**src/rtl/hng_pkg.sv**
```systemverilog
// shared types, constants and the vertex sum function of the normal generator
package hng_pkg;

    localparam int HEIGHT_W   = 24;
    localparam int SUM_W      = 27;
    localparam int MAG_W      = 26;
    localparam int CNT_W      = 3;
    localparam int IDX_W      = 11;
    localparam int NXZ_W      = 16;
    localparam int NY_W       = 15;
    localparam int ROOT_W     = 86;
    localparam int ROOT_K_W   = 4;
    localparam int ROOT_M_W   = 16;
    localparam int ROOT_SHIFT = 30;
    localparam int Q_DEPTH    = 4;
    localparam int Q_PTR_W    = 2;
    localparam logic [IDX_W-1:0] GRID_SIDE_RESET = 11'd257;

    typedef struct packed {
        logic signed [SUM_W-1:0] sx;
        logic signed [SUM_W-1:0] sz;
        logic [CNT_W-1:0]        cnt;
    } sum_t;

    typedef struct packed {
        sum_t             vec;
        logic [IDX_W-1:0] col;
        logic [IDX_W-1:0] row;
        logic             done;
    } req_t;

    // sum of the in-grid quad cross products around one vertex
    function automatic sum_t vertex_sum(
        input logic signed [HEIGHT_W-1:0] h,
        input logic hs, input logic signed [HEIGHT_W-1:0] vs,
        input logic he, input logic signed [HEIGHT_W-1:0] ve,
        input logic hn, input logic signed [HEIGHT_W-1:0] vn,
        input logic hw, input logic signed [HEIGHT_W-1:0] vw
    );
        logic signed [HEIGHT_W:0] a, b, c, d;
        sum_t res;
        a = (HEIGHT_W+1)'(h) - (HEIGHT_W+1)'(vs);
        b = (HEIGHT_W+1)'(h) - (HEIGHT_W+1)'(ve);
        c = (HEIGHT_W+1)'(h) - (HEIGHT_W+1)'(vn);
        d = (HEIGHT_W+1)'(h) - (HEIGHT_W+1)'(vw);
        res.sx  = '0;
        res.sz  = '0;
        res.cnt = '0;
        if (he && hs) begin
            res.sx  = res.sx + SUM_W'(b);
            res.sz  = res.sz + SUM_W'(a);
            res.cnt = res.cnt + 3'd1;
        end
        if (he && hn) begin
            res.sx  = res.sx + SUM_W'(b);
            res.sz  = res.sz - SUM_W'(c);
            res.cnt = res.cnt + 3'd1;
        end
        if (hw && hn) begin
            res.sx  = res.sx - SUM_W'(d);
            res.sz  = res.sz - SUM_W'(c);
            res.cnt = res.cnt + 3'd1;
        end
        if (hw && hs) begin
            res.sx  = res.sx - SUM_W'(d);
            res.sz  = res.sz + SUM_W'(a);
            res.cnt = res.cnt + 3'd1;
        end
        return res;
    endfunction

endpackage

```
**src/rtl/hng_queue.sv**
```systemverilog
// small request fifo between the front end and the normalizer
module hng_queue (
    input  logic          aclk,
    input  logic          aresetn,
    input  logic          push,
    input  hng_pkg::req_t push_data,
    output logic          full,
    input  logic          pop,
    output hng_pkg::req_t pop_data,
    output logic          empty
);

    hng_pkg::req_t mem_reg [hng_pkg::Q_DEPTH];
    logic [hng_pkg::Q_PTR_W-1:0] wp_reg, rp_reg;
    logic [hng_pkg::Q_PTR_W:0]   cnt_reg;
    logic do_push, do_pop;

    assign full     = (cnt_reg == (hng_pkg::Q_PTR_W+1)'(hng_pkg::Q_DEPTH));
    assign empty    = (cnt_reg == '0);
    assign do_push  = push && !full;
    assign do_pop   = pop && !empty;
    assign pop_data = mem_reg[rp_reg];

    always_ff @(posedge aclk) begin
        if (do_push) begin
            mem_reg[wp_reg] <= push_data;
        end
    end

    always_ff @(posedge aclk) begin
        if (!aresetn) begin
            wp_reg  <= '0;
            rp_reg  <= '0;
            cnt_reg <= '0;
        end else begin
            if (do_push) begin
                wp_reg <= wp_reg + 1'b1;
            end
            if (do_pop) begin
                rp_reg <= rp_reg + 1'b1;
            end
            unique case ({do_push, do_pop})
                2'b10:   cnt_reg <= cnt_reg + 1'b1;
                2'b01:   cnt_reg <= cnt_reg - 1'b1;
                default: cnt_reg <= cnt_reg;
            endcase
        end
    end

endmodule

```
**config.mk**
```make
export PLATFORM = sky130hd
export DESIGN_NAME = hng_queue
export DESIGN_NICKNAME = d
export VERILOG_FILES = /design/src/rtl/hng_pkg.sv /design/src/rtl/hng_queue.sv
export SDC_FILE = /design/constraint.sdc
export NUM_CORES = 1
export LEC_CHECK = 0
export ABC_AREA = 1
export BUFFER_PORTS_ARGS = -buffer_cell sky130_fd_sc_hd__buf_2
export CORE_UTILIZATION = 25
export CTS_CLUSTER_SIZE = 10
export DETAILED_ROUTE_END_ITERATION = 6
export SYNTH_ARGS = -nofsm -noshare
export SYNTH_HDL_FRONTEND = slang
export SYNTH_SLANG_ARGS = --single-unit
```
**constraint.sdc**
```tcl
create_clock -name aclk -period 7.9 [get_ports aclk]
set_clock_uncertainty 0.15 [all_clocks]
set_input_delay 0.395 -clock aclk [delete_from_list [all_inputs] [get_ports aclk]]
set_output_delay 0.395 -clock aclk [all_outputs]
set_load 0.1 [all_outputs]
```
==> summary.txt <==
Yosys
  • Yosys reg bits: 329
  • Mux contribution to synthesized area: 0%
  • Total nets after synthesis: 934
  • Synth warn: 0
  • Area share of fa/ha/maj cells after synthesis: 0.671%
  • Combinational family with the most area after synthesis: compound AO/OA/AOI/OAI gates
  • Distinct cell type count after synthesis: 18
  • Synth Instances: 844
  • Simple-gate share of the synthesized area: 5.85%
  • Post-synthesis compound-gate area fraction: 10.9%
  • Post-synthesis cell area: 12300 µm²
  • Share of the yosys chip area belonging to registers: 79.5%
  • Post-synthesis area per instance: 14.6 µm²
  • Post-Synth XOR/XNOR Area: 0%

Finish
  • Share of cells above drive strength 1: 20.8%
  • Flip-flop count of the largest register after layout: 320
  • Area Growth Syn to Fin: 27.8%
  • # nets final: 1185

Setup path
  • Setup CP Type: reg2out
  • Crit. End Element: output pin
  • Critical Path RT: 7.36 ns
  • R2r setup slk: 5.09 ns
  • Critical path cell sequence: inv_2 > buf_4 > o21ai_0 > o22ai_1 > buf_2
  • CP Max Fanout: 41
  • CP startpoint kind: register
  • WP data arrival: 3.13 ns
  • Max stage delay on crit path: 0.60 ns
  • CP max stage cell: inv_2

Placed design
  • DP HPWL: 15500 µm
  • Number of buffers added on ports: 165
  • Placer Congestion: 0.700

Routing
  • Avg WL per Cell: 16.1 µm
  • DRT iter0 DRCs: 441
  • ANT nets after route: 0
  • Routed wire length: 28500 µm
  • Via count: 7684
  • DR pass1 iterations: 4
  • Via density per instance: 4.34
  • DR DRC count: 0

Hold path
  • HP Class: reg2reg

Power
  • Power Density: 388 nW/µm²
  • Max IR drop VDD: 0.299 mV
  • P_leak: 0.00544 µW

Die
  • Die extent in y: 224 µm
  • Die Width: 224 µm
  • Die area: 50100 µm²
  • Row Count: 80
  • Core Box Area: 48100 µm²
  • I/O Pins: 166
  • Initial core utilization: 25.6%

Clock tree
  • Clock buffer depth: 3
  • Clk sinks: 329
  • Clk_lat worst skew: 0.53 ns
  • Cts bufs inserted: 40
  • H-tree Lvls: 2
  • Post-CTS Setup Inserts: 0
  • Clk slew on worst S/H paths: 0.05 ns
  • TritonCTS clock tree: built
  • Root buffer cell: clkbuf_16

Timing
  • Final period util: 46.6%
  • FMAX: 0.272 GHz
  • Measured slew at the worst slew-check pin: 0.924 ns
  • Min Tclk post-route: 3.68 ns
  • Hold Fails Final Rpt: 0
  • Max-slew violations: 0
  • Final setup violating endpoints: 0
  • Fin Hold WS: 0.351 ns
  • Setup TNS: 0 ns
  • RSZ-0062 raised after global routing: no
  • Slew headroom: 38.4%

Global routing
  • Initial antenna violation count: 2
  • Global-route wire length before repair: 43100 µm
  • Total GRT Usage: 11.2%
  • GRT Residual Overflow: 0
  • Vias in the first global route: 7594
  • Largest net degree at the start of global routing: 84

Outcome
  • Status: complete, no violations

Job
  • MaxCap Viol Count: 0
## repair_timing
action                    4_1_cts  5_1_grt
hold buffers                   83        0
resized for setup               0        0
hold endpoints to repair      329        0
## cells in the final DEF (no fill, tap or decap), drive strengths merged
cell | netlist | final
a21oi | 5 | 5
buf | 14 | 178
clkbuf | 38 | 54
clkinv | 0 | 4
dfxtp | 9 | 9
diode | 0 | 2
dlygate4sd3 | 0 | 83
edfxtp | 320 | 320
fa | 1 | 1
ha | 5 | 5
inv | 20 | 21
nand2 | 15 | 15
nand3 | 5 | 5
nor2 | 170 | 170
o21ai | 162 | 162
o22ai | 80 | 80
## path summary, 6_finish.rpt
path | start | endpoint | cells after the start
worst min register to register | rp_reg[1] | register | 2
worst max register to register | cnt_reg[1] | mem_reg[0][14] | 6
worst max-delay path | register | pop_data[51] | 5
worst min-delay path | rp_reg[1] | register | 2
## worst max-delay path, delay by kind of cell, from the launching register on
family                 cells  cell delay [ns]
DFF                        1             0.49
AOI/OAI and AO/OA          2             0.41
buffers and inverters      3             1.65
## through the flow
stage	setup WS (ns)	area (µm²)	total power [µW]	instances	utilization (%)
2_1_floorplan	3.26	12300	4150	844	-
6_report	4.22	15700	6110	1770	32.7
5_1_grt	3.96	15700	6350	1770	32.7
3_5_place_dp	4.64	13800	4540	1626	28.6
4_1_cts	4.05	15700	6190	1768	32.7
3_3_place_gp	4.59	13800	4520	1626	28.6
## cell usage after synthesis
| library cell | n | area share [%] |
|---|---|---|
| o21ai_1 | 10 | 0.41 |
| inv_6 | 1 | 0.071 |
| fa_1 | 1 | 0.16 |
| nor2_1 | 170 | 5.2 |
| clkbuf_1 | 38 | 1.2 |
| edfxtp_1 | 320 | 78 |
| nand2_1 | 15 | 0.46 |
| o21ai_0 | 152 | 6.2 |
| buf_2 | 1 | 0.041 |
| dfxtp_1 | 9 | 1.5 |
| inv_1 | 19 | 0.58 |
| buf_12 | 1 | 0.16 |
| buf_4 | 1 | 0.061 |
| a21oi_1 | 5 | 0.20 |
| buf_6 | 11 | 1.0 |
| nand3_1 | 5 | 0.20 |
| ha_1 | 5 | 0.51 |
| o22ai_1 | 80 | 4.1 |
## per-layer routing
layer | vias up | track usage, % | wire length [µm]
li1 | 3655 | - | -
met1 | 3810 | 14.7 | 12900
met2 | 181 | 18.0 | 13500
met3 | 38 | 3.15 | 1570
met4 | 0 | 3.29 | 532
met5 | - | 0 | 0
## kinds of logic after synthesis
kind of cell | count (synthesis)
AO/OA/AOI/OAI | 247
adder cells (fa/ha/maj) | 6
buffers and inverters | 72
flip-flops | 329
AND/OR/NAND/NOR | 190
## report_power, final
group          total, µW  switching, µW  internal (µW)
sequential          2120           44.4           2080
combinational       2390           2050            347
clock               1590            653            939
## area by class of cell
type	instances	area, µm²
diodes	2	5.00
clock buffers	54	1070
clock inverters	5	27.5
fillers	4700	32400
inverters	20	80.1
multi-input cells	443	2170
flip-flops and latches	329	9800
well taps	656	821
repair buffers	261	1750
(Power assumes the default switching activity.)
